$ cat src/hw/rtl/muxed_input_scan_debouncer_defines.svh
`ifndef MUXED_INPUT_SCAN_DEBOUNCER_DEFINES_SVH
`define MUXED_INPUT_SCAN_DEBOUNCER_DEFINES_SVH

// Checks that prop holds in the same cycle whenever cond holds.
`define MSD_ASSERT_SAME(label, cond, prop) \
   label: assert property (@(posedge clock) disable iff (reset) (cond) |-> (prop)) \
      else $error("scan debouncer check failed");

// Checks that prop holds in the cycle after cond holds.
`define MSD_ASSERT_NEXT(label, cond, prop) \
   label: assert property (@(posedge clock) disable iff (reset) (cond) |=> (prop)) \
      else $error("scan debouncer check failed");

`endif

$ cat src/hw/rtl/msd_pkg.sv
package msd_pkg;

   // Fixed field widths.
   localparam int unsigned PIN_COUNT  = 16;
   localparam int unsigned WORD_W     = 64;
   localparam int unsigned CNT_W      = 16;
   localparam int unsigned BOARD_W    = 4;
   localparam int unsigned BOARD_BITS = 16;
   localparam int unsigned CSR_IDX_W  = 2;

   // Configuration register indexes.
   typedef enum logic [CSR_IDX_W-1:0] {
      CSR_CAPTURE_PERIOD = 2'd0,
      CSR_SETTLE_TICKS   = 2'd1,
      CSR_BOARD_ENABLE   = 2'd2,
      CSR_INITIAL_LEVEL  = 2'd3
   } csr_reg_type;

   // Scanner mode; the scan phases share their low two bits with the phase number.
   typedef enum logic [2:0] {
      MODE_SCAN0    = 3'd0,
      MODE_SCAN1    = 3'd1,
      MODE_SCAN2    = 3'd2,
      MODE_SCAN3    = 3'd3,
      MODE_DEBOUNCE = 3'd4,
      MODE_WAIT     = 3'd5
   } mode_type;

   // Microprogram steps.
   typedef enum logic [2:0] {
      STEP_DISPATCH = 3'd0,
      STEP_TICK     = 3'd1,
      STEP_DB_ACC   = 3'd2,
      STEP_DB_APPLY = 3'd3,
      STEP_EMIT     = 3'd4
   } step_type;

   // Datapath operations.
   typedef enum logic [2:0] {
      OP_ACC_CLR = 3'd0,
      OP_TICK    = 3'd1,
      OP_ACC     = 3'd2,
      OP_APPLY   = 3'd3,
      OP_EMIT    = 3'd4
   } op_type;

   // Sequencer jump kinds.
   typedef enum logic [2:0] {
      JMP_NEXT     = 3'd0,
      JMP_GOTO     = 3'd1,
      JMP_DISPATCH = 3'd2,
      JMP_LOOP     = 3'd3,
      JMP_EMIT     = 3'd4
   } jump_type;

   typedef struct packed {
      logic     accept;
      op_type   op;
      jump_type jump;
      step_type target;
   } ctrl_word_type;

   typedef struct packed {
      logic req_valid;
      logic mode_debounce;
      logic acc_last;
      logic out_free;
   } status_type;

   typedef struct packed {
      logic                 wen;
      logic [CSR_IDX_W-1:0] index;
      logic [WORD_W-1:0]    wdata;
   } csr_write_type;

   // Microprogram store: one control word per step.
   function automatic ctrl_word_type ucode_word(input step_type step);
      ctrl_word_type w;
      w = '{accept: 1'b0, op: OP_ACC_CLR, jump: JMP_GOTO, target: STEP_DISPATCH};
      unique case (step)
         STEP_DISPATCH: w = '{accept: 1'b1, op: OP_ACC_CLR, jump: JMP_DISPATCH,
                              target: STEP_DB_ACC};
         STEP_TICK:     w = '{accept: 1'b0, op: OP_TICK, jump: JMP_GOTO,
                              target: STEP_EMIT};
         STEP_DB_ACC:   w = '{accept: 1'b0, op: OP_ACC, jump: JMP_LOOP,
                              target: STEP_DB_ACC};
         STEP_DB_APPLY: w = '{accept: 1'b0, op: OP_APPLY, jump: JMP_NEXT,
                              target: STEP_EMIT};
         STEP_EMIT:     w = '{accept: 1'b0, op: OP_EMIT, jump: JMP_EMIT,
                              target: STEP_DISPATCH};
         default:       w = '{accept: 1'b0, op: OP_ACC_CLR, jump: JMP_GOTO,
                              target: STEP_DISPATCH};
      endcase
      return w;
   endfunction

   // Places pin k into bit 4k+phase of a word.
   function automatic logic [WORD_W-1:0] spread_pins(input logic [PIN_COUNT-1:0] pins,
                                                     input logic [1:0] phase);
      logic [WORD_W-1:0] w;
      w = '0;
      for (int k = 0; k < PIN_COUNT; k++) begin
         w[4*k + int'(phase)] = pins[k];
      end
      return w;
   endfunction

   // One 16-bit slice of the word per enabled board.
   function automatic logic [WORD_W-1:0] board_mask(input logic [BOARD_W-1:0] en);
      logic [WORD_W-1:0] m;
      m = '0;
      for (int b = 0; b < BOARD_W; b++) begin
         m[BOARD_BITS*b +: BOARD_BITS] = {BOARD_BITS{en[b]}};
      end
      return m;
   endfunction

endpackage

$ cat src/hw/rtl/msd_req_if.sv
interface msd_req_if;
   logic                          valid;
   logic                          ready;
   logic                          ms_tick;
   logic [msd_pkg::PIN_COUNT-1:0] pin_levels;

   modport source (output valid, ms_tick, pin_levels, input ready);
   modport sink (input valid, ms_tick, pin_levels, output ready);
endinterface

$ cat src/hw/rtl/msd_rsp_if.sv
interface msd_rsp_if;
   logic                       valid;
   logic                       ready;
   logic                       select_a_pin;
   logic                       select_b_pin;
   logic [msd_pkg::WORD_W-1:0] debounced_word;
   logic                       debounce_ran;

   modport source (output valid, select_a_pin, select_b_pin, debounced_word, debounce_ran,
                   input ready);
   modport sink (input valid, select_a_pin, select_b_pin, debounced_word, debounce_ran,
                 output ready);
endinterface

$ cat src/hw/rtl/msd_sequencer.sv
module msd_sequencer (
   input  logic                   clock,
   input  logic                   reset,
   input  msd_pkg::status_type    status,
   output msd_pkg::ctrl_word_type ctrl
);

   msd_pkg::step_type upc_ff;
   msd_pkg::step_type upc_in;
   msd_pkg::step_type step_next;

   // Step counter.
   always_ff @(posedge clock) begin
      if (reset) begin
         upc_ff <= msd_pkg::STEP_DISPATCH;
      end else begin
         upc_ff <= upc_in;
      end
   end

   // Control word fetch and jump resolution.
   always_comb begin
      ctrl      = msd_pkg::ucode_word(upc_ff);
      step_next = msd_pkg::step_type'(3'(upc_ff) + 3'd1);
      upc_in    = upc_ff;
      unique case (ctrl.jump)
         msd_pkg::JMP_NEXT: begin
            upc_in = step_next;
         end
         msd_pkg::JMP_GOTO: begin
            upc_in = ctrl.target;
         end
         msd_pkg::JMP_DISPATCH: begin
            if (status.req_valid) begin
               upc_in = status.mode_debounce ? ctrl.target : step_next;
            end
         end
         msd_pkg::JMP_LOOP: begin
            upc_in = status.acc_last ? step_next : ctrl.target;
         end
         msd_pkg::JMP_EMIT: begin
            if (status.out_free) begin
               upc_in = ctrl.target;
            end
         end
         default: begin
            upc_in = msd_pkg::STEP_DISPATCH;
         end
      endcase
   end

endmodule

$ cat src/hw/rtl/msd_datapath.sv
module msd_datapath #(
   parameter int unsigned RING_DEPTH = 4
) (
   input  logic                          clock,
   input  logic                          reset,
   input  msd_pkg::ctrl_word_type        ctrl,
   input  msd_pkg::csr_write_type        csr,
   input  logic                          req_valid,
   input  logic                          req_ms_tick,
   input  logic [msd_pkg::PIN_COUNT-1:0] req_pin_levels,
   input  logic                          rsp_ready,
   output msd_pkg::status_type           status,
   output logic                          rsp_valid,
   output logic                          rsp_select_a_pin,
   output logic                          rsp_select_b_pin,
   output logic [msd_pkg::WORD_W-1:0]    rsp_debounced_word,
   output logic                          rsp_debounce_ran
);

   localparam int unsigned IDX_W = (RING_DEPTH > 1) ? $clog2(RING_DEPTH) : 1;
   localparam logic [IDX_W-1:0] LAST_IDX = IDX_W'(RING_DEPTH - 1);
   localparam logic [msd_pkg::CNT_W-1:0] CNT_MAX = '1;

   // Configuration.
   logic [msd_pkg::CNT_W-1:0]   period_ff, period_in;
   logic [msd_pkg::CNT_W-1:0]   settle_ticks_ff, settle_ticks_in;
   logic [msd_pkg::BOARD_W-1:0] board_en_ff, board_en_in;

   // Scanner state.
   msd_pkg::mode_type           mode_ff, mode_in;
   logic [msd_pkg::CNT_W-1:0]   ms_ff, ms_in;
   logic [msd_pkg::CNT_W-1:0]   settle_ff, settle_in;
   logic [msd_pkg::WORD_W-1:0]  asm_ff, asm_in;
   logic [msd_pkg::WORD_W-1:0]  ring_ff [RING_DEPTH];
   logic [msd_pkg::WORD_W-1:0]  ring_in [RING_DEPTH];
   logic [IDX_W-1:0]            widx_ff, widx_in;
   logic [msd_pkg::WORD_W-1:0]  image_ff, image_in;
   logic                        ran_ff, ran_in;

   // Debounce accumulators.
   logic [msd_pkg::WORD_W-1:0]  acc_or_ff, acc_or_in;
   logic [msd_pkg::WORD_W-1:0]  acc_and_ff, acc_and_in;
   logic [IDX_W-1:0]            ridx_ff, ridx_in;

   // Latched input item.
   logic                        ms_tick_ff, ms_tick_in;
   logic [msd_pkg::PIN_COUNT-1:0] pins_ff, pins_in;

   // Output register.
   logic                        rsp_valid_ff, rsp_valid_in;
   logic                        sel_a_ff, sel_a_in;
   logic                        sel_b_ff, sel_b_in;
   logic [msd_pkg::WORD_W-1:0]  word_ff, word_in;
   logic                        rsp_ran_ff, rsp_ran_in;

   logic [2:0]                  mode_bits;
   logic [1:0]                  phase;
   logic [msd_pkg::CNT_W-1:0]   ms_inc;
   logic [msd_pkg::CNT_W-1:0]   settle_inc;
   logic [msd_pkg::WORD_W-1:0]  sample_word;
   logic                        out_free;

   assign mode_bits   = 3'(mode_ff);
   assign phase       = mode_bits[2] ? 2'b11 : mode_bits[1:0];
   assign ms_inc      = (ms_tick_ff && (ms_ff != CNT_MAX)) ? ms_ff + 1'b1 : ms_ff;
   assign settle_inc  = (settle_ff != CNT_MAX) ? settle_ff + 1'b1 : settle_ff;
   assign sample_word = asm_ff | msd_pkg::spread_pins(pins_ff, phase);
   assign out_free    = !rsp_valid_ff || rsp_ready;

   assign status.req_valid     = req_valid;
   assign status.mode_debounce = (mode_ff == msd_pkg::MODE_DEBOUNCE);
   assign status.acc_last      = (ridx_ff == LAST_IDX);
   assign status.out_free      = out_free;

   assign rsp_valid          = rsp_valid_ff;
   assign rsp_select_a_pin   = sel_a_ff;
   assign rsp_select_b_pin   = sel_b_ff;
   assign rsp_debounced_word = word_ff;
   assign rsp_debounce_ran   = rsp_ran_ff;

   // Next-state logic for configuration, item latch and the selected operation.
   always_comb begin
      period_in       = period_ff;
      settle_ticks_in = settle_ticks_ff;
      board_en_in     = board_en_ff;
      mode_in         = mode_ff;
      ms_in           = ms_ff;
      settle_in       = settle_ff;
      asm_in          = asm_ff;
      ring_in         = ring_ff;
      widx_in         = widx_ff;
      image_in        = image_ff;
      ran_in          = ran_ff;
      acc_or_in       = acc_or_ff;
      acc_and_in      = acc_and_ff;
      ridx_in         = ridx_ff;
      ms_tick_in      = ms_tick_ff;
      pins_in         = pins_ff;
      rsp_valid_in    = rsp_valid_ff;
      sel_a_in        = sel_a_ff;
      sel_b_in        = sel_b_ff;
      word_in         = word_ff;
      rsp_ran_in      = rsp_ran_ff;

      // Register writes; the preset reloads every ring entry and the image.
      if (csr.wen) begin
         case (csr.index)
            msd_pkg::CSR_CAPTURE_PERIOD: period_in = csr.wdata[msd_pkg::CNT_W-1:0];
            msd_pkg::CSR_SETTLE_TICKS:   settle_ticks_in = csr.wdata[msd_pkg::CNT_W-1:0];
            msd_pkg::CSR_BOARD_ENABLE:   board_en_in = csr.wdata[msd_pkg::BOARD_W-1:0];
            msd_pkg::CSR_INITIAL_LEVEL: begin
               for (int i = 0; i < RING_DEPTH; i++) begin
                  ring_in[i] = csr.wdata;
               end
               image_in = csr.wdata;
            end
            default: ;
         endcase
      end

      // Capture the item on its transfer.
      if (ctrl.accept && req_valid) begin
         ms_tick_in = req_ms_tick;
         pins_in    = req_pin_levels;
      end

      unique case (ctrl.op)
         msd_pkg::OP_ACC_CLR: begin
            acc_or_in  = '0;
            acc_and_in = '1;
            ridx_in    = '0;
         end
         msd_pkg::OP_TICK: begin
            ran_in = 1'b0;
            ms_in  = ms_inc;
            if (mode_ff == msd_pkg::MODE_WAIT) begin
               // Start a scan once the capture period has passed.
               if (ms_inc >= period_ff) begin
                  ms_in     = '0;
                  asm_in    = '0;
                  settle_in = '0;
                  mode_in   = msd_pkg::MODE_SCAN0;
               end
            end else if (!mode_bits[2]) begin
               // Scan phase: sample once the settle count is reached.
               settle_in = settle_inc;
               if (settle_inc >= settle_ticks_ff) begin
                  settle_in = '0;
                  if (mode_ff == msd_pkg::MODE_SCAN3) begin
                     ring_in[widx_ff] = sample_word & msd_pkg::board_mask(board_en_ff);
                     widx_in = (widx_ff == LAST_IDX) ? '0 : widx_ff + 1'b1;
                     asm_in  = '0;
                     mode_in = msd_pkg::MODE_DEBOUNCE;
                  end else begin
                     asm_in  = sample_word;
                     mode_in = msd_pkg::mode_type'(mode_bits + 3'd1);
                  end
               end
            end else begin
               mode_in = msd_pkg::MODE_WAIT;
            end
         end
         msd_pkg::OP_ACC: begin
            acc_or_in  = acc_or_ff | ring_ff[ridx_ff];
            acc_and_in = acc_and_ff & ring_ff[ridx_ff];
            ridx_in    = (ridx_ff == LAST_IDX) ? '0 : ridx_ff + 1'b1;
         end
         msd_pkg::OP_APPLY: begin
            // Clear bits low in every sample, set bits high in every sample.
            image_in = (image_ff & acc_or_ff) | acc_and_ff;
            ms_in    = '0;
            mode_in  = msd_pkg::MODE_WAIT;
            ran_in   = 1'b1;
         end
         msd_pkg::OP_EMIT: ;
         default: ;
      endcase

      // Result register: load on the emit step, clear after its transfer.
      if ((ctrl.op == msd_pkg::OP_EMIT) && out_free) begin
         rsp_valid_in = 1'b1;
         sel_a_in     = ~phase[1];
         sel_b_in     = ~phase[0];
         word_in      = image_ff;
         rsp_ran_in   = ran_ff;
      end else if (rsp_ready) begin
         rsp_valid_in = 1'b0;
      end
   end

   // Control state and preset-bearing registers.
   always_ff @(posedge clock) begin
      if (reset) begin
         period_ff       <= msd_pkg::CNT_W'(10);
         settle_ticks_ff <= msd_pkg::CNT_W'(1);
         board_en_ff     <= '1;
         mode_ff         <= msd_pkg::MODE_SCAN0;
         ms_ff           <= '0;
         settle_ff       <= '0;
         asm_ff          <= '0;
         widx_ff         <= '0;
         image_ff        <= '0;
         ran_ff          <= 1'b0;
         rsp_valid_ff    <= 1'b0;
         for (int i = 0; i < RING_DEPTH; i++) begin
            ring_ff[i] <= '0;
         end
      end else begin
         period_ff       <= period_in;
         settle_ticks_ff <= settle_ticks_in;
         board_en_ff     <= board_en_in;
         mode_ff         <= mode_in;
         ms_ff           <= ms_in;
         settle_ff       <= settle_in;
         asm_ff          <= asm_in;
         widx_ff         <= widx_in;
         image_ff        <= image_in;
         ran_ff          <= ran_in;
         rsp_valid_ff    <= rsp_valid_in;
         ring_ff         <= ring_in;
      end
   end

   // Payload registers.
   always_ff @(posedge clock) begin
      acc_or_ff  <= acc_or_in;
      acc_and_ff <= acc_and_in;
      ridx_ff    <= ridx_in;
      ms_tick_ff <= ms_tick_in;
      pins_ff    <= pins_in;
      sel_a_ff   <= sel_a_in;
      sel_b_ff   <= sel_b_in;
      word_ff    <= word_in;
      rsp_ran_ff <= rsp_ran_in;
   end

endmodule

$ cat src/hw/rtl/muxed_input_scan_debouncer.sv
// A tick is taken in the dispatch step; a scan or wait tick then runs the tick and emit
// steps, and a debounce tick walks the sample ring one entry per cycle, then runs the
// apply and emit steps. The emit step registers the result and holds while one waits;
// the next tick is taken only once the sequencer is back in the dispatch step.
// Reset (synchronous): registers return to their defaults, ring and image to zero,
// the scanner starts in phase zero and the output register is empty.
`include "muxed_input_scan_debouncer_defines.svh"

module muxed_input_scan_debouncer #(
   parameter int unsigned RING_DEPTH = 4
) (
   input  logic                          clock,
   input  logic                          reset,
   msd_req_if.sink                       req_chan,
   msd_rsp_if.source                     rsp_chan,
   input  logic                          csr_wen,
   input  logic [msd_pkg::CSR_IDX_W-1:0] csr_index,
   input  logic [msd_pkg::WORD_W-1:0]    csr_wdata
);

   msd_pkg::ctrl_word_type ctrl;
   msd_pkg::status_type    status;
   msd_pkg::csr_write_type csr;

   assign csr.wen   = csr_wen;
   assign csr.index = csr_index;
   assign csr.wdata = csr_wdata;

   // Items transfer only in the dispatch step.
   assign req_chan.ready = ctrl.accept;

   msd_sequencer u_sequencer (
      .clock  (clock),
      .reset  (reset),
      .status (status),
      .ctrl   (ctrl)
   );

   msd_datapath #(
      .RING_DEPTH (RING_DEPTH)
   ) u_datapath (
      .clock              (clock),
      .reset              (reset),
      .ctrl               (ctrl),
      .csr                (csr),
      .req_valid          (req_chan.valid),
      .req_ms_tick        (req_chan.ms_tick),
      .req_pin_levels     (req_chan.pin_levels),
      .rsp_ready          (rsp_chan.ready),
      .status             (status),
      .rsp_valid          (rsp_chan.valid),
      .rsp_select_a_pin   (rsp_chan.select_a_pin),
      .rsp_select_b_pin   (rsp_chan.select_b_pin),
      .rsp_debounced_word (rsp_chan.debounced_word),
      .rsp_debounce_ran   (rsp_chan.debounce_ran)
   );

   // After a transfer the sequencer leaves the dispatch step.
   `MSD_ASSERT_NEXT(a_leave_dispatch, req_chan.valid && req_chan.ready, !ctrl.accept)
   // An emit step with a free output register always produces a result.
   `MSD_ASSERT_NEXT(a_emit_loads, (ctrl.op == msd_pkg::OP_EMIT) && status.out_free, rsp_chan.valid)
   // A debounce result is reported with the select lines parked at phase three.
   `MSD_ASSERT_SAME(a_ran_parked, rsp_chan.valid && rsp_chan.debounce_ran,
                    !rsp_chan.select_a_pin && !rsp_chan.select_b_pin)

endmodule

$ cat src/flat_wrapper.sv
// flat-port wrapper written by rule: the top's interface ports become plain ports
module muxed_input_scan_debouncer_flat 
#(
   parameter int unsigned RING_DEPTH = 4
)
  (clock, reset, csr_wen, csr_index, csr_wdata, req_chan_valid, req_chan_ms_tick, req_chan_pin_levels, req_chan_ready, rsp_chan_valid, rsp_chan_select_a_pin, rsp_chan_select_b_pin, rsp_chan_debounced_word, rsp_chan_debounce_ran, rsp_chan_ready);
  msd_req_if req_chan_i ();
  msd_rsp_if rsp_chan_i ();
  input  logic clock;
  input  logic reset;
  input  logic csr_wen;
  input  logic [msd_pkg::CSR_IDX_W-1:0] csr_index;
  input  logic [msd_pkg::WORD_W-1:0] csr_wdata;
  input wire logic [$bits(req_chan_i.valid)-1:0] req_chan_valid;
  input wire logic [$bits(req_chan_i.ms_tick)-1:0] req_chan_ms_tick;
  input wire logic [$bits(req_chan_i.pin_levels)-1:0] req_chan_pin_levels;
  output wire logic [$bits(req_chan_i.ready)-1:0] req_chan_ready;
  output wire logic [$bits(rsp_chan_i.valid)-1:0] rsp_chan_valid;
  output wire logic [$bits(rsp_chan_i.select_a_pin)-1:0] rsp_chan_select_a_pin;
  output wire logic [$bits(rsp_chan_i.select_b_pin)-1:0] rsp_chan_select_b_pin;
  output wire logic [$bits(rsp_chan_i.debounced_word)-1:0] rsp_chan_debounced_word;
  output wire logic [$bits(rsp_chan_i.debounce_ran)-1:0] rsp_chan_debounce_ran;
  input wire logic [$bits(rsp_chan_i.ready)-1:0] rsp_chan_ready;
  assign req_chan_i.valid = req_chan_valid;
  assign req_chan_i.ms_tick = req_chan_ms_tick;
  assign req_chan_i.pin_levels = req_chan_pin_levels;
  assign req_chan_ready = req_chan_i.ready;
  assign rsp_chan_valid = rsp_chan_i.valid;
  assign rsp_chan_select_a_pin = rsp_chan_i.select_a_pin;
  assign rsp_chan_select_b_pin = rsp_chan_i.select_b_pin;
  assign rsp_chan_debounced_word = rsp_chan_i.debounced_word;
  assign rsp_chan_debounce_ran = rsp_chan_i.debounce_ran;
  assign rsp_chan_i.ready = rsp_chan_ready;
  muxed_input_scan_debouncer #(.RING_DEPTH(RING_DEPTH)) u_core (.clock(clock), .reset(reset), .req_chan(req_chan_i), .rsp_chan(rsp_chan_i), .csr_wen(csr_wen), .csr_index(csr_index), .csr_wdata(csr_wdata));
endmodule
$ cat config.mk
export PLATFORM = sky130hd
export DESIGN_NAME = muxed_input_scan_debouncer_flat
export DESIGN_NICKNAME = d
export VERILOG_FILES = /design/src/hw/rtl/msd_pkg.sv /design/src/hw/rtl/msd_req_if.sv /design/src/hw/rtl/msd_rsp_if.sv /design/src/hw/rtl/msd_sequencer.sv /design/src/hw/rtl/msd_datapath.sv /design/src/hw/rtl/muxed_input_scan_debouncer.sv /design/src/flat_wrapper.sv
export VERILOG_INCLUDE_DIRS = /design/src /design/src/hw/rtl
export SDC_FILE = /design/constraint.sdc
export NUM_CORES = 1
export LEC_CHECK = 0
export BUFFER_PORTS_ARGS = -buffer_cell sky130_fd_sc_hd__buf_2
export CAP_MARGIN = 20
export CORE_MARGIN = 2
export CORE_UTILIZATION = 51
export CTS_CLUSTER_DIAMETER = 60
export DETAILED_ROUTE_END_ITERATION = 8
export HOLD_SLACK_MARGIN = 0.08
export PLACE_DENSITY = 0.75
export SLEW_MARGIN = 20
export SYNTH_ARGS = -nofsm -noshare
export SYNTH_HDL_FRONTEND = slang
export SYNTH_SLANG_ARGS = --single-unit
$ cat constraint.sdc
create_clock -name clock -period 8.83 [get_ports clock]
set_clock_uncertainty 0.2 [all_clocks]
set_input_delay 1.3245 -clock clock [delete_from_list [all_inputs] [get_ports clock]]
set_output_delay 1.3245 -clock clock [all_outputs]
set_load 0.1 [all_outputs]
After elaboration in Yosys (flattened, before gate mapping)
Index checks and enable logic that the tools add are counted.

word-level totals
  register bits after elaboration = 676
  input bits = 88
  output and inout port bits = 69

cells by class
  add/subtract/negate cells = 21
  order comparisons = 37
  eq/ne operators = 28
  muxes and demuxes = 98
  bitwise gates (word level) = 13
  reduce and logical (&&, ||, !) cells = 42

operator list
  operator               count
  $mux 256               7
  $bwmux 64              15
  $mux 64                11
  $bwmux 256             1
  $pmux 64 s2            2
  $and 64x64->64         3
  $or 64x64->64          3
  $bmux 64 s2            1
  $demux 64 s2           1
  $mux 16                8
  $demux 1 s6            15
  $and 64x4->64          1
  $add 6x2->7 const A    8
  $ge 7x1->1 const B     8
  $lt 7x7->1 const B     8
  $pmux 10 s5            1
  $add 16x1->16 const B  2
  $ge 16x16->1           2
  $ne 16x16->1 const B   2
  $pmux 16 s2            1
  $lt 6x7->1 const B     4
  $mux 3                 9
  $add 5x2->6 const A    4
  $ge 6x1->1 const B     4
  40 further kinds       118

Logic depth before layout (Yosys ltp)
  word-level depth = 29
  gate-level depth with buffers = 17
  gate-level depth less buffers = 13

Cells and area by module
Synthesis repeated with hierarchy kept, for this count alone.

unflattened totals
  cell total of the unflattened synthesis = 2949
  area total of the unflattened synthesis = 29752.3 um2

modules (own cells, without submodules)
  module         times used  cells an instance  area each (um2)  sequential area each (um2)
  msd_datapath   1           2905               29438.2          15615.0
  msd_sequencer  1           44                 314.1            60.1

Worst setup path before layout
OpenSTA, ideal clock, no wires.

  path type = input port to flip-flop
  start point = in rsp_chan_ready
  end point = reg u_core.u_datapath.rsp_ran_ff, in the netlist u_core.u_datapath.rsp_debounce_ran, enable pin
  library setup time = 575 ps
  arrival time = 5973 ps
  slack = 2082 ps
  cell stages on the path = 2
  path buffers = 0
  cell sequence = nor2b_1 -> nor3_1

between the ends
  cells in the longest elaborated chain, start to end = 2

RTL lines
  item                  line                 text
  from (decl)           flat_wrapper.sv:23   input wire logic [$bits(rsp_chan_i.ready)-1:0] rsp_chan_ready;
  $logic_or 1x1->1      msd_datapath.sv:68   assign out_free = !rsp_valid_ff || rsp_ready;
  $logic_and 1x1->1     msd_datapath.sv:180  if ((ctrl.op == msd_pkg::OP_EMIT) && out_free) begin
  to (signal assigned)  msd_datapath.sv:234  rsp_ran_ff <= rsp_ran_in;
  to (decl)             msd_datapath.sv:54   logic rsp_ran_ff, rsp_ran_in;

Every way passes these cells.
A chain may end at the register's enable or synchronous reset.

Worst setup path after layout
  start point = reg u_core.u_datapath.settle_ff[3] (netlist name)
  end point = reg u_core.u_datapath.ring_ff[37] (netlist name)

between the ends
  cells in the longest elaborated chain, start to end = 7
  elaborated cells on any way between the ends = 8
  those cells by class = 1 x add/sub; 1 x order compare; 1 x eq/ne; 5 x mux

RTL lines
  item                                                  line                 text
  from (decl)                                           msd_datapath.sv:32   logic [msd_pkg::CNT_W-1:0] settle_ff, settle_in;
  from (signal assigned)                                msd_datapath.sv:214  settle_ff <= settle_in;
  $add 16x1->16 / $ne 16x16->1 (equally long branches)  msd_datapath.sv:66   assign settle_inc = (settle_ff != CNT_MAX) ? settle_ff + 1'b1 : settle_ff;
  $mux 16 (*)                                           msd_datapath.sv:66
  $ge 16x16->1 (*)                                      msd_datapath.sv:147  if (settle_inc >= settle_ticks_ff) begin
  $mux 256 (*)                                          msd_datapath.sv:147
  $mux 256 (*)                                          msd_datapath.sv:144  end else if (!mode_bits[2]) begin
  $mux 256 (*)                                          msd_datapath.sv:136  if (mode_ff == msd_pkg::MODE_WAIT) begin
  $mux 256 (*)                                          msd_datapath.sv:127  unique case (ctrl.op)
  to (signal assigned)                                  msd_datapath.sv:220  ring_ff <= ring_in;
  to (decl)                                             msd_datapath.sv:34   logic [msd_pkg::WORD_W-1:0] ring_ff [RING_DEPTH];

Every way passes the cells marked *; elsewhere a longest branch is shown, timed or not.

==> results.sh <==
export IMPL_layout_area_seq_sq_um=15700
export IMPL_ys_types=71
export IMPL_synth_cells=3237
export IMPL_placed_cells=3947
export IMPL_busiest_layer="met2"
export IMPL_drv_cap=0
export IMPL_netlist_area_sq_um=30600
export IMPL_slowest_stage="or4_1"
export IMPL_num_vias=24900
export IMPL_dieWidth_um=249
export IMPL_grt_max_degree=188
export IMPL_numCtsBuffers=72
export IMPL_ant_nets=0
export IMPL_peakVddDrop_uv=220
export IMPL_gp_congestion=0.915
export IMPL_grt_overflow=0
export IMPL_rsz0062_at_grt="no"
export IMPL_start_util_pct=51.7
export IMPL_ctsLongestPathBuffers=3
export IMPL_finalCritPeriodShare_pct=63.0
export IMPL_io_pins=157
export IMPL_grt_util_met3_pct=4.24
export IMPL_cts_root_buf="clkbuf_16"
export IMPL_multi_input_area_sq_um=13500
export IMPL_setup_violations=0
export IMPL_swShare_pct=35.0
export IMPL_cp_start_kind="register"
export IMPL_path_class="reg -> reg"
export IMPL_cp_arrival_ns=5.91
export IMPL_synth_simple_area_share_pct=15.6
export IMPL_tightest_slew_ns=1.14
export IMPL_path_clk_slew_ns=0.06
export IMPL_worstSetupEndpointType="register"
export IMPL_grt_pass1_vias=23400
export IMPL_synth_edf_count=214
export IMPL_relSlewSlack_pct=23.9
export IMPL_synthAdderAreaFrac_pct=2.01
export IMPL_io_buffers=156
export IMPL_cts_resized=0
export IMPL_clk_insertion_delay_late_ns=0.63
export IMPL_synth_mux_area_share_pct=5.16
export IMPL_seqPwrFrac_pct=43.1
export IMPL_placedInstanceArea_sq_um=31700
export IMPL_layout_drive_gt1_share_pct=12.7
export IMPL_slowest_delay_ns=0.76
export IMPL_ys_flop_type="dfxtp_1"
export IMPL_synth_xor_area_share_pct=0.401
export IMPL_hold_violations=0
export IMPL_fillers=5109
export IMPL_cts_setup_buffers=0
export IMPL_first_iter_violations=2795
export IMPL_dp_hpwl_um=48900
export IMPL_grt_pass1_wl_um=131000
export IMPL_synth_top_family_by_area="compound AO/OA/AOI/OAI gates"
export IMPL_final_setup_tns_ns=0
export IMPL_use_met2_pct=42.5
export IMPL_die_y_um=249
export IMPL_outcome="finished clean"
export IMPL_slew_viol_final=0
export IMPL_p_int_mw=6.13
export IMPL_avgSynthCellArea_sq_um=9.44
export IMPL_hold_path_class="reg -> reg"
export IMPL_power_total_mw=9.43
export IMPL_antenna_found_initial=2
export IMPL_drc=0
export IMPL_grtUsageMet1_pct=35.6
export IMPL_ys_seq_elements=676
export IMPL_switchingPower_mw=3.31
export IMPL_ys_seq_area_share_pct=51.3
export IMPL_place_ws_ns=3.38
export IMPL_fmax_ghz=0.180
export IMPL_fin_area_sq_um=34100
export IMPL_h_tree_depth=3
export IMPL_crit_chain="nand4_1 > or4_1 > nand2_1 > o31a_1 > ha_1 > nand4_1 > or4_1 > o31a_4 > a21oi_1 > nand3_2 > buf_4 > o21ai_1"
export IMPL_grt_use_total_pct=26.4
export IMPL_fin_crit_ns=5.57
export IMPL_async_flop_share_pct=0
export IMPL_final_common_cell="nand2_1"
export IMPL_wire_per_inst_um=20.5
export IMPL_ctsHoldBuffers=0
export IMPL_syn_num_nets=3374
export IMPL_final_nets=3386
export IMPL_diodes=0
export IMPL_syn_to_final_growth_pct=11.7
export IMPL_comb_power_share_pct=24.2
export IMPL_synth_compound_area_share_pct=20.7
export IMPL_cts_tree="built"
export IMPL_critPathMaxFanout=25
export IMPL_setup_slack_ns=3.26
export IMPL_cellLeakagePower_nw=12.1
export IMPL_dieArea_sq_um=61900
export IMPL_fin_cells=4081
export IMPL_routed_wl_um=83700
export IMPL_ys_warnings_count=0
export IMPL_num_rows=89
export IMPL_drt_pass1_iter_count=9
export IMPL_numClockSinks=676
export IMPL_fp_coreArea_sq_um=59100
export IMPL_powerDensity_nw_per_um2=276
export IMPL_pwr_share_clk_pct=32.7
export IMPL_worstPathRequired_ns=9.18
export IMPL_final_cell_mix="nand2_1 (767), dfxtp_1 (462), nor2_1 (248)"
export IMPL_viasPerCell=6.09
worst paths after layout:
path	end	startpoint	depth (start not counted)	slack (ns)
worst max-delay path	u_core.u_datapath.ring_ff[37]$_SDFF_PP0_	u_core.u_datapath.settle_ff[3]$_SDFFE_PP0P_	12	3.26
worst max register to register	u_core.u_datapath.ring_ff[37]$_SDFF_PP0_	u_core.u_datapath.settle_ff[3]$_SDFFE_PP0P_	12	3.26
worst min-delay path	u_core.u_datapath.rsp_debounced_word[11]$_DFFE_PP_	u_core.u_datapath.image_ff[11]$_SDFFE_PP0P_	0	0.23
worst min register to register	u_core.u_datapath.rsp_debounced_word[11]$_DFFE_PP_	u_core.u_datapath.image_ff[11]$_SDFFE_PP0P_	0	0.23
flip-flops by register name, indices dropped and copies added (netlist names):
name	count
u_core.u_sequencer.upc_ff	3
u_core.u_datapath.widx_ff	2
u_core.u_datapath.settle_ff	16
u_core.u_datapath.mode_bits	3
u_core.u_datapath.pins_ff	16
u_core.u_datapath.ran_ff	1
u_core.u_datapath.acc_or_ff	64
u_core.u_datapath.ring_ff	256
u_core.u_datapath.ms_tick_ff	1
u_core.u_datapath.ms_ff	16
u_core.u_datapath.rsp_select_a_pin	1
u_core.u_datapath.image_ff	64
u_core.u_datapath.asm_ff	64
u_core.u_datapath.rsp_valid	1
u_core.u_datapath.rsp_debounced_word	64
u_core.u_datapath.period_ff	16
u_core.u_datapath.rsp_debounce_ran	1
u_core.u_datapath.ridx_ff	2
u_core.u_datapath.settle_ticks_ff	16
u_core.u_datapath.acc_and_ff	64
u_core.u_datapath.board_en_ff	4
u_core.u_datapath.rsp_select_b_pin	1
synth_stat cells, types with 7 or more instances:
cell type | n | area (sq um)
o21ai_0 | 22 | 110
a222oi_1 | 64 | 641
inv_1 | 107 | 402
a211o_1 | 194 | 1700
nand3_1 | 20 | 100
nor2_1 | 251 | 942
o2111ai_1 | 8 | 70.1
o21ai_1 | 193 | 966
edfxtp_1 | 214 | 6430
buf_2 | 44 | 220
xnor2_1 | 8 | 70.1
a31oi_1 | 7 | 43.8
a211oi_1 | 7 | 52.6
nand2_1 | 767 | 2880
or2_2 | 8 | 50.1
dfxtp_1 | 462 | 9250
nor2b_1 | 13 | 81.3
nand4b_1 | 7 | 61.3
a32oi_1 | 8 | 70.1
a21oi_1 | 140 | 701
mux4_2 | 64 | 1440
buf_1 | 27 | 101
nand4_1 | 12 | 75.1
ha_1 | 49 | 613
clkbuf_1 | 182 | 683
and2_1 | 24 | 150
o31ai_1 | 130 | 976
mux2i_1 | 8 | 80.1
a21o_1 | 67 | 503
and3_1 | 11 | 68.8
nor3_1 | 21 | 105
final cells by class:
class | count | area share [%]
inverters | 108 | 1.19
clock inverters | 31 | 1.02
multi-input cells | 2193 | 39.7
well taps | 773 | 2.83
repair buffers | 198 | 3.33
flip-flops and latches | 676 | 45.9
clock buffers | 102 | 6.03
per-layer routing:
layer / up-vias / routed length [um]
met5: - / 25
met1: 12100 / 35500
met2: 987 / 38800
met3: 169 / 6520
li1: 11600 / -
met4: 4 / 2840
power by group through the flow:
stage,clock network (mW),registers [mW],logic (mW)
6_report,3.09,4.07,2.28
4_1_cts,3.12,4.06,2.28
5_1_grt,3.25,4.12,2.42
3_3_place_gp,0,4.11,2.25
3_5_place_dp,0,4.12,2.28
2_1_floorplan,0,4.75,1.11
metrics by stage:
| stage | hold slack [ns] | utilization (%) |
|---|---|---|
| floorplan | 0.208 | - |
| global placement | 0.216 | 53.6 |
| detailed placement | 0.216 | 53.6 |
| CTS | 0.229 | 57.7 |
| global route | 0.233 | 57.7 |
| finish | 0.229 | 57.7 |
cell families after synthesis:
family / after synthesis
AO/OA/AOI/OAI: 883
XOR/XNOR: 14
adder cells (fa/ha/maj): 49
buffers and inverters: 368
flip-flops: 676
multiplexers: 77
AND/OR/NAND/NOR: 1170
worst max-delay path, delay by kind of cell (launching register included):
| kind | cells | cell delay [ns] |
|---|---|---|
| DFF | 1 | 0.46 |
| buffers and inverters | 1 | 0.53 |
| adders and majority gates | 1 | 0.14 |
| and+or+nand+nor | 6 | 2.90 |
| AOI/OAI and AO/OA | 4 | 1.24 |
Power figures use the tool's default switching activity.
